## src/assert_macros.svh

```systemverilog
// Assertion macros for the circle collision step block.
// Clocked on aclk, disabled while aresetn is low.
`ifndef ASSERT_MACROS_SVH
`define ASSERT_MACROS_SVH

// property holds at every edge
`define VCC_ASSERT(label, prop, msg) \
    label: assert property (@(posedge aclk) disable iff (!aresetn) (prop)) \
        else $error(msg);

// antecedent implies consequent in the same cycle
`define VCC_ASSERT_IMPL(label, pre, post, msg) \
    label: assert property (@(posedge aclk) disable iff (!aresetn) (pre) |-> (post)) \
        else $error(msg);

// antecedent implies consequent in the next cycle
`define VCC_ASSERT_NEXT(label, pre, post, msg) \
    label: assert property (@(posedge aclk) disable iff (!aresetn) (pre) |=> (post)) \
        else $error(msg);

`endif

```

## src/vcc_pkg.sv

```systemverilog
// Shared types, constants and helpers for the circle collision step block.
// No dependencies; imported by the controller, datapath and top level.
package vcc_pkg;

    localparam int MAX_PARTICLES = 64;
    localparam int IDX_W = $clog2(MAX_PARTICLES);
    localparam int CNT_W = $clog2(MAX_PARTICLES + 1);
    localparam int CFG_IDX_W = 8;

    localparam logic [CFG_IDX_W-1:0] CFG_ACCEL_X = 8'd0;
    localparam logic [CFG_IDX_W-1:0] CFG_ACCEL_Y = 8'd1;
    localparam logic [CFG_IDX_W-1:0] CFG_RADIUS  = 8'd2;
    localparam logic [CFG_IDX_W-1:0] CFG_DAMPING = 8'd3;

    localparam logic signed [20:0] ACCEL_X_RST = 21'sd0;
    localparam logic signed [20:0] ACCEL_Y_RST = -21'sd3495;
    localparam logic [27:0]        RADIUS_RST  = 28'd3221225;
    localparam logic [15:0]        DAMPING_RST = 16'd49152;

    localparam logic ACT_ADD = 1'b0;

    localparam logic signed [33:0] Q_ONE = 34'sd268435456;
    localparam logic [59:0]        SQRT_BIT0 = 60'd1 << 58;
    localparam logic [5:0]         DIV_STEPS = 6'd32;

    typedef enum logic [4:0] {
        S_IDLE, S_R2, S_R2S, S_V_RD, S_V_CALC, S_WX_MUL, S_WX_FIX, S_WY_MUL,
        S_WY_FIX, S_V_WR, S_I_RD, S_I_LD, S_J_RD, S_J_CHK, S_SQX, S_SQY, S_D2,
        S_D2CHK, S_SQRT, S_OV, S_MULX, S_MULY, S_DIVINIT, S_DIV, S_UPD,
        S_J_NEXT, S_I_WR, S_O_RD, S_O_SEND
    } state_t;

    typedef enum logic [4:0] {
        OP_NOP, OP_ADD, OP_RD, OP_R2, OP_R2S, OP_VCALC, OP_WMULX, OP_WFIXX,
        OP_WMULY, OP_WFIXY, OP_VWR, OP_ILD, OP_JCHK, OP_SQX, OP_SQY, OP_D2,
        OP_D2CHK, OP_SQSTEP, OP_OV, OP_MULX, OP_MULY, OP_DIVINIT, OP_DIVSTEP,
        OP_UPD, OP_IWR
    } op_t;

    typedef struct packed {
        op_t             op;
        logic [IDX_W-1:0] addr;
    } cmd_t;

    typedef struct packed {
        logic skip;
        logic sq_done;
        logic div_done;
    } stat_t;

    function automatic logic signed [31:0] sat32(input logic signed [63:0] v);
        if (v > 64'sd2147483647) begin
            return 32'sh7fffffff;
        end else if (v < -64'sd2147483648) begin
            return 32'sh80000000;
        end
        return v[31:0];
    endfunction

endpackage

```

## src/vcc_ctrl.sv

```systemverilog
// Sequencer for the circle collision step block: add, integrate, wall, pair, report.
// Depends on vcc_pkg; drives vcc_dp through cmd_t and reads stat_t back.
module vcc_ctrl import vcc_pkg::*; (
    input  logic             aclk,
    input  logic             aresetn,
    input  logic             s_tvalid,
    output logic             s_tready,
    input  logic             s_action,
    output logic             m_tvalid,
    input  logic             m_tready,
    output logic             m_tlast,
    output logic [IDX_W-1:0] out_idx,
    input  stat_t            stat,
    output cmd_t             cmd
);

    state_t           state_reg, state_next;
    logic [CNT_W-1:0] cnt_reg, cnt_next;
    logic [IDX_W-1:0] i_reg, i_next, j_reg, j_next, k_reg, k_next;
    logic [IDX_W-1:0] last_idx;
    logic             full;

    assign last_idx = IDX_W'(cnt_reg - CNT_W'(1));
    assign full     = (cnt_reg == CNT_W'(MAX_PARTICLES));

    always_ff @(posedge aclk) begin
        if (!aresetn) begin
            state_reg <= S_IDLE;
            cnt_reg   <= '0;
            i_reg     <= '0;
            j_reg     <= '0;
            k_reg     <= '0;
        end else begin
            state_reg <= state_next;
            cnt_reg   <= cnt_next;
            i_reg     <= i_next;
            j_reg     <= j_next;
            k_reg     <= k_next;
        end
    end

    always_comb begin
        state_next = state_reg;
        cnt_next   = cnt_reg;
        i_next     = i_reg;
        j_next     = j_reg;
        k_next     = k_reg;
        case (state_reg)
            S_IDLE: begin
                if (s_tvalid) begin
                    if (s_action == ACT_ADD) begin
                        if (!full) begin
                            cnt_next = cnt_reg + CNT_W'(1);
                        end
                    end else if (cnt_reg != '0) begin
                        state_next = S_R2;
                    end
                end
            end
            S_R2:     state_next = S_R2S;
            S_R2S: begin
                k_next     = '0;
                state_next = S_V_RD;
            end
            S_V_RD:   state_next = S_V_CALC;
            S_V_CALC: state_next = S_WX_MUL;
            S_WX_MUL: state_next = S_WX_FIX;
            S_WX_FIX: state_next = S_WY_MUL;
            S_WY_MUL: state_next = S_WY_FIX;
            S_WY_FIX: state_next = S_V_WR;
            S_V_WR: begin
                if (k_reg == last_idx) begin
                    i_next     = '0;
                    state_next = S_I_RD;
                end else begin
                    k_next     = k_reg + IDX_W'(1);
                    state_next = S_V_RD;
                end
            end
            S_I_RD:   state_next = S_I_LD;
            S_I_LD: begin
                j_next     = '0;
                state_next = S_J_RD;
            end
            S_J_RD:   state_next = S_J_CHK;
            S_J_CHK:  state_next = (stat.skip || j_reg == i_reg) ? S_J_NEXT : S_SQX;
            S_SQX:    state_next = S_SQY;
            S_SQY:    state_next = S_D2;
            S_D2:     state_next = S_D2CHK;
            S_D2CHK:  state_next = stat.skip ? S_J_NEXT : S_SQRT;
            S_SQRT: begin
                if (stat.sq_done) begin
                    state_next = S_OV;
                end
            end
            S_OV:      state_next = stat.skip ? S_J_NEXT : S_MULX;
            S_MULX:    state_next = S_MULY;
            S_MULY:    state_next = S_DIVINIT;
            S_DIVINIT: state_next = S_DIV;
            S_DIV: begin
                if (stat.div_done) begin
                    state_next = S_UPD;
                end
            end
            S_UPD:    state_next = S_J_NEXT;
            S_J_NEXT: begin
                if (j_reg == last_idx) begin
                    state_next = S_I_WR;
                end else begin
                    j_next     = j_reg + IDX_W'(1);
                    state_next = S_J_RD;
                end
            end
            S_I_WR: begin
                if (i_reg == last_idx) begin
                    k_next     = '0;
                    state_next = S_O_RD;
                end else begin
                    i_next     = i_reg + IDX_W'(1);
                    state_next = S_I_RD;
                end
            end
            S_O_RD:   state_next = S_O_SEND;
            S_O_SEND: begin
                if (m_tready) begin
                    if (k_reg == last_idx) begin
                        state_next = S_IDLE;
                    end else begin
                        k_next     = k_reg + IDX_W'(1);
                        state_next = S_O_RD;
                    end
                end
            end
            default:  state_next = S_IDLE;
        endcase
    end

    always_comb begin
        s_tready = (state_reg == S_IDLE);
        m_tvalid = (state_reg == S_O_SEND);
        m_tlast  = (k_reg == last_idx);
        out_idx  = k_reg;
        cmd.op   = OP_NOP;
        cmd.addr = k_reg;
        case (state_reg)
            S_IDLE: begin
                cmd.addr = cnt_reg[IDX_W-1:0];
                if (s_tvalid && s_action == ACT_ADD && !full) begin
                    cmd.op = OP_ADD;
                end
            end
            S_R2:      cmd.op = OP_R2;
            S_R2S:     cmd.op = OP_R2S;
            S_V_RD:    cmd.op = OP_RD;
            S_V_CALC:  cmd.op = OP_VCALC;
            S_WX_MUL:  cmd.op = OP_WMULX;
            S_WX_FIX:  cmd.op = OP_WFIXX;
            S_WY_MUL:  cmd.op = OP_WMULY;
            S_WY_FIX:  cmd.op = OP_WFIXY;
            S_V_WR:    cmd.op = OP_VWR;
            S_I_RD: begin
                cmd.op   = OP_RD;
                cmd.addr = i_reg;
            end
            S_I_LD: begin
                cmd.op   = OP_ILD;
                cmd.addr = i_reg;
            end
            S_J_RD: begin
                cmd.op   = OP_RD;
                cmd.addr = j_reg;
            end
            S_J_CHK: begin
                cmd.op   = OP_JCHK;
                cmd.addr = j_reg;
            end
            S_SQX:     cmd.op = OP_SQX;
            S_SQY:     cmd.op = OP_SQY;
            S_D2:      cmd.op = OP_D2;
            S_D2CHK:   cmd.op = OP_D2CHK;
            S_SQRT:    cmd.op = stat.sq_done ? OP_NOP : OP_SQSTEP;
            S_OV:      cmd.op = OP_OV;
            S_MULX:    cmd.op = OP_MULX;
            S_MULY:    cmd.op = OP_MULY;
            S_DIVINIT: cmd.op = OP_DIVINIT;
            S_DIV:     cmd.op = stat.div_done ? OP_NOP : OP_DIVSTEP;
            S_UPD: begin
                cmd.op   = OP_UPD;
                cmd.addr = j_reg;
            end
            S_I_WR: begin
                cmd.op   = OP_IWR;
                cmd.addr = i_reg;
            end
            S_O_RD:    cmd.op = OP_RD;
            S_O_SEND:  cmd.op = OP_RD;
            default:   cmd.op = OP_NOP;
        endcase
    end

endmodule

```

## config.mk

```make
export PLATFORM = sky130hd
export DESIGN_NAME = vcc_ctrl
export DESIGN_NICKNAME = d
export VERILOG_FILES = /design/src/assert_macros.svh /design/src/vcc_pkg.sv /design/src/vcc_ctrl.sv
export SDC_FILE = /design/constraint.sdc
export NUM_CORES = 1
export LEC_CHECK = 0
export BUFFER_PORTS_ARGS = -buffer_cell sky130_fd_sc_hd__buf_4
export CAP_MARGIN = 25
export CORE_MARGIN = 1
export CORE_UTILIZATION = 30
export DETAILED_ROUTE_END_ITERATION = 10
export GPL_TIMING_DRIVEN = 0
export PLACE_DENSITY = 0.55
export SLEW_MARGIN = 20
export SYNTH_ARGS = -nofsm -noshare
export SYNTH_HDL_FRONTEND = slang
export SYNTH_SLANG_ARGS = --single-unit
export TNS_END_PERCENT = 1
```

## constraint.sdc

```tcl
create_clock -name aclk -period 7.3 [get_ports aclk]
set_clock_uncertainty 0.15 [all_clocks]
set_input_delay 0.365 -clock aclk [delete_from_list [all_inputs] [get_ports aclk]]
set_output_delay 0.365 -clock aclk [all_outputs]
set_load 0.01 [all_outputs]
```

==> results of run 1 <==
[per-layer routing]
metal  track usage  vias to the layer above  share of wire  routed length [um]
met1         0.261                     1440           0.47                4260
met4        0.0712                        0          0.026                 236
met3        0.0248                       23          0.064                 574
met2         0.294                      126           0.44                3970
li1              -                     1439              -                   -
met5             0                        -              0                   0
[worst max-delay path, cell delays in order, from the launching register on]
cell	delay, ns
dfxtp_1	0.46
clkbuf_1	0.35
clkbuf_1	0.46
nand2_1	0.13
a21oi_1	0.49
a222oi_1	0.24
mux2i_1	0.18
buf_4	0.14
[power by group through the flow]
stage	clock network [mW]	registers, mW	logic [mW]
2_1_floorplan	0	0.169	0.0438
3_3_place_gp	0	0.170	0.0619
3_5_place_dp	0	0.170	0.0623
4_1_cts	0.150	0.166	0.0627
5_1_grt	0.157	0.166	0.0688
6_report	0.148	0.166	0.0628
[path summary, 6_finish.rpt]
| path | from | endpoint | slack, ns | cells past startpoint |
|---|---|---|---|---|
| max | state_reg[1] | cmd[4] | 4.05 | 7 |
| min | m_tready | state_reg[3] | 0.31 | 3 |
| max reg2reg | cnt_reg[0] | i_reg[1] | 4.14 | 10 |
| min reg2reg | cnt_reg[6] | cnt_reg[6] | 0.36 | 2 |
[layout make-up]
class,instances,area share
Timing Repair Buffer,26,0.0603
Clock inverter,2,0.00386
Buffer,30,0.0386
Inverter,14,0.0162
Tap cell,108,0.0417
Sequential cell,30,0.185
Clock buffer,6,0.0255
Multi-Input combinational cell,297,0.628
[cells by family (layout without fill, tap and decap cells)]
kind of cell / after synthesis / in the layout / share of synthesized area
AND/OR/NAND/NOR: 143 / 143 / 0.276
multiplexers: 11 / 11 / 0.0391
adder cells (fa/ha/maj): 6 / 6 / 0.0267
flip-flops: 30 / 30 / 0.213
XOR/XNOR: 32 / 32 / 0.119
buffers and inverters: 44 / 78 / 0.0631
AO/OA/AOI/OAI: 105 / 105 / 0.263
[placed cells by master (no fill, tap or decap), drive strengths merged, types with 7 or more instances in the layout]
master,instances
buf,37
nor2,35
dfxtp,30
a21oi,26
nand2,26
clkbuf,25
xor2,16
o21ai,14
inv,13
nand3,12
xnor2,12
mux2i,11
and3,9
nand2b,9
and2,9
o31ai,8
nor2b,7
==> run metrics, run 1 <==
Final WS setup=4.05 ns; Internal Pwr Total=267 uW; Syn-to-layout area delta=15.1%; antenna cells=0; I/O pin total=28; Synth Flop Type=dfxtp_1; Critical Path AT=2.73 ns; clock-pin slew on the worst setup and hold paths=0.07 ns; sw frac=0.290; RePlAce Congestion=0.982; Post-synth EDFFs=0; dpl ws=4.20 ns; CTS tree=done; mapped cell area=0.00281 mm^2; Hold/Removal Path Class=in2reg; final setup fails=0; sw power=109 uW; syn_nets=385; type of the worst setup path=reg2out; post-synthesis sequential area ratio=0.213; Seq pwr share=0.441; vias in the first global route=2822; final setup TNS=0 ns; DRT antenna net count=0; Critical Path RT=6.78 ns; Slew HR=0.522; first-pass detailed-route iteration total=7; Largest register FFs=7; total number of vias=3028; Residual DRC=0; initial antenna violation count=0; post-route cell area=0.00324 mm^2; global route total overflow=0; largest net degree at the start of global routing=11; Final Core Density=0.364; Slew Viols, Final=0; Netlist cell types=69; clk_lat worst skew=0.29 ns; row count=34; Critical Path Fanout Max=10; Fin Hold WS=0.315 ns; Comb pwr share=0.167; fin nets=418; # port buffers=26; Synth top area share=0.213; Yosys warning count=0; die height=98.9 um; clock share of power=0.392; final number of hold-violating endpoints=0; type of origin of the critical path=flip-flop; #FFs+latches synth=30; core area=0.00889 mm^2; DIE AREA=0.00977 mm^2; starting density of the core=0.316; Max Cap Viol=0; fraction of registers with async set/reset=0; Synth area leaders=dfxtp_1, xor2_1, nor2_1; worst vdd ir=85.3 uV; PD cells=116 mW/mm^2; Mapped Avg Cell Area=7.58 um^2; hold_buf cts=0; Leak=1.21 nW; initial DRC count=225; Die Wd=98.9 um; vias per cell=5.90; total power=376 uW; kind of end point of the critical path=output port; Clock Sinks=30; Setup Buffers After CTS=0; total wire length=9040 um; fin crit period=3.25 ns; list of most frequent post-synthesis cells=nor2_1, dfxtp_1, a21oi_1, nand2_1, clkbuf_1; DP Area=0.00314 mm^2; run status=finished, final reports clean; period utilization=0.445; leading area contributor after synthesis=dfxtp_1; placed instance count=505; FMAX=308 MHz; CTS buffer count=5; layout cells sized above 1=0.126; post-CTS sizing=0; first-pass GRT wire length=14600 um; most common cell in the netlist=nor2_1; RSZ-0062 raised after global routing=false; clock root buffer=clkbuf_8; Worst Max-Slew Pin Slew=0.712 ns; post-DP HPWL=6720 um; GRT Resource Usage Total=0.188; fin cells=513; Multi-input gate area=0.00204 mm^2; CTS max path bufs=2; WL/cell=17.6 um; H-tree levels=2; filler instances=943; synthesized instance count=371; sequential cell area=601 um^2
No activity file was read; power rests on OpenSTA's default activity.
==> inputs of run 2 (changes only) <==
==> constraint.sdc (replaced) <==
create_clock -name aclk -period 3.2 [get_ports aclk]
set_clock_uncertainty 0.15 [all_clocks]
set_input_delay 0.16 -clock aclk [delete_from_list [all_inputs] [get_ports aclk]]
set_output_delay 0.16 -clock aclk [all_outputs]
set_load 0.01 [all_outputs]
==> run 2 against run 1 <==
Worst setup slack got worse by 3.9 ns. Register-to-register slack worse by 4.0 ns. Critical path depth stayed put. Design area is 0.27% higher. Sequential power rose by 130%. Cell count did not move. Critical path type unchanged. Largest cell class unchanged. Largest power group unchanged.
==> run metrics, run 2 (synthesis results as in run 1) <==
run status=finished, final reports clean; row count=34 (unchanged); # port buffers=26 (unchanged); core area=0.00889 mm^2 (unchanged); Reg2Reg Setup Slack=0.16 ns (-3.98 ns); first-pass detailed-route iteration total=6 (-1); Comb pwr share=0.169 (+0.002); Fin Hold WS=0.115 ns (-0.200 ns); RePlAce Congestion=0.982 (unchanged); largest net degree at the start of global routing=11 (unchanged); clock-pin slew on the worst setup and hold paths=0.07 ns (about the same); antenna cells=0 (unchanged); filler instances=943 (unchanged); fin nets=418 (unchanged); DIE AREA=0.00977 mm^2 (unchanged); clock root buffer=clkbuf_8; vias per cell=5.92 (+0.30%); Slew HR=0.518 (-0.00337); Max Cap Viol=0 (unchanged); Worst Hold Depth=3 (unchanged); sw frac=0.291 (about the same); Seq pwr share=0.440 (about the same); Reg2Reg Depth=9 (-1); commonest non-fill, non-tap cells in the layout=nor2_1, dfxtp_1, nand2_1, buf_4, a21oi_1; WL/cell=17.8 um (+0.80%); period utilization=0.959; hold_buf cts=0 (unchanged); Leak=1.21 nW (+0.19%); DRT antenna net count=0 (unchanged); sw power=250 uW (+130%); FMAX=326 MHz; layout cells sized above 1=0.131 (+0.00494); kind of end point of the critical path=output port; first-pass GRT wire length=14600 um (unchanged); clock share of power=0.391 (about the same); reg2reg start=state_reg[0]; Die Wd=98.9 um (unchanged); Clock Sinks=30 (unchanged); global route total overflow=0 (unchanged); post-DP HPWL=6720 um (unchanged); Worst Max-Slew Pin Slew=0.717 ns (+0.00502 ns); Hold/Removal Path Class=in2reg; RSZ-0062 raised after global routing=true; vias in the first global route=2822 (unchanged); fin crit period=3.07 ns; Syn-to-layout area delta=15.4%; starting density of the core=0.316 (unchanged); Final Core Density=0.365 (+0.000985); Internal Pwr Total=610 uW (+130%); Critical Path RT=2.89 ns (-3.89 ns); die height=98.9 um (unchanged); Critical Path Fanout Max=10 (unchanged); commonest non-fill, non-tap cell in the layout=nor2_1; initial antenna violation count=0 (unchanged); Residual DRC=0 (unchanged); clk_lat worst skew=0.29 ns (about the same); Largest register FFs=7 (unchanged); WHS Endpoint=state_reg[3]; worst vdd ir=194 uV (+130%); PD cells=265 mW/mm^2 (+130%); I/O pin total=28 (unchanged); total wire length=9110 um (+0.80%); Slew Viols, Final=0 (unchanged); final number of hold-violating endpoints=0 (unchanged); CTS max path bufs=2 (unchanged); hold path start=m_tready; CTS buffer count=5 (unchanged); GRT Resource Usage Total=0.188 (unchanged); CTS tree=done; final setup fails=0 (unchanged); R2R Path End=cnt_reg[6]; type of origin of the critical path=flip-flop; Setup Buffers After CTS=0 (unchanged); total number of vias=3037 (+0.30%); Critical Path AT=2.76 ns (+0.03 ns); type of the worst setup path=reg2out; initial DRC count=218 (-3.1%); H-tree levels=2 (unchanged)
[run 2: worst max path at each step]
stage | to | start | cells past startpoint | slack, ns
floorplan | out_idx[1] | cnt_reg[0] | 9 | 0.63
finish | cmd[1] | state_reg[4] | 7 | 0.13
global placement | i_reg[1] | cnt_reg[0] | 10 | 0.05
global route | cnt_reg[6] | state_reg[0] | 9 | -0.01
CTS | i_reg[1] | cnt_reg[0] | 10 | 0.07
detailed placement | i_reg[0] | cnt_reg[0] | 10 | 0.1
[run 2: power groups by stage]
stage                     clock (mW)  combinational, mW  sequential (mW)
after CTS                      0.343              0.143            0.378
after global placement             0              0.141            0.387
final                          0.336              0.145            0.379
after floorplan                    0             0.0999            0.386
after detailed placement           0              0.142            0.387
after global routing           0.358              0.157            0.379
[run 2: critical path, cell delays in order (launching register included)]
cell,delay [ns]
dfxtp_1,0.39
clkbuf_1,0.36
nor2b_1,0.46
nand2b_1,0.21
a21oi_1,0.49
a222oi_1,0.17
mux2i_1,0.24
buf_4,0.17
[run 2: cell type report]
class,instances,area [um^2],area share
Timing Repair Buffer,26,195,0.0601
Tap cell,108,135,0.0416
Clock buffer,6,82.6,0.0254
Clock inverter,2,12.5,0.00385
Buffer,30,125,0.0385
Multi-Input combinational cell,297,2040,0.629
Sequential cell,30,601,0.185
Inverter,14,52.6,0.0162
[run 2: metrics by stage]
stage / instance area [um^2] / std cells / setup slack, ns / power [mW] / setup TNS [ns]
6_report: 3250 / 513 / 0.131 / 0.860 / 0
5_1_grt: 3250 / 513 / -0.0109 / 0.894 / -0.0109
4_1_cts: 3240 / 513 / 0.0694 / 0.865 / 0
3_5_place_dp: 3140 / 505 / 0.0958 / 0.529 / 0
3_3_place_gp: 3140 / 505 / 0.0477 / 0.528 / 0
2_1_floorplan: 2810 / 371 / 0.633 / 0.486 / 0
[run 2: routing by layer]
| layer | track usage | share of wire | vias up | wire [um] |
|---|---|---|---|---|
| li1 | - | - | 1438 | - |
| met1 | 0.261 | 0.48 | 1442 | 4350 |
| met2 | 0.294 | 0.44 | 136 | 4010 |
| met3 | 0.0248 | 0.057 | 21 | 519 |
| met4 | 0.0712 | 0.026 | 0 | 236 |
| met5 | 0 | 0 | - | 0 |
[run 2: repair_timing]
item	CTS	global route
hold endpoints to repair	0	0
setup endpoints to repair	0	13
resized for setup	0	2
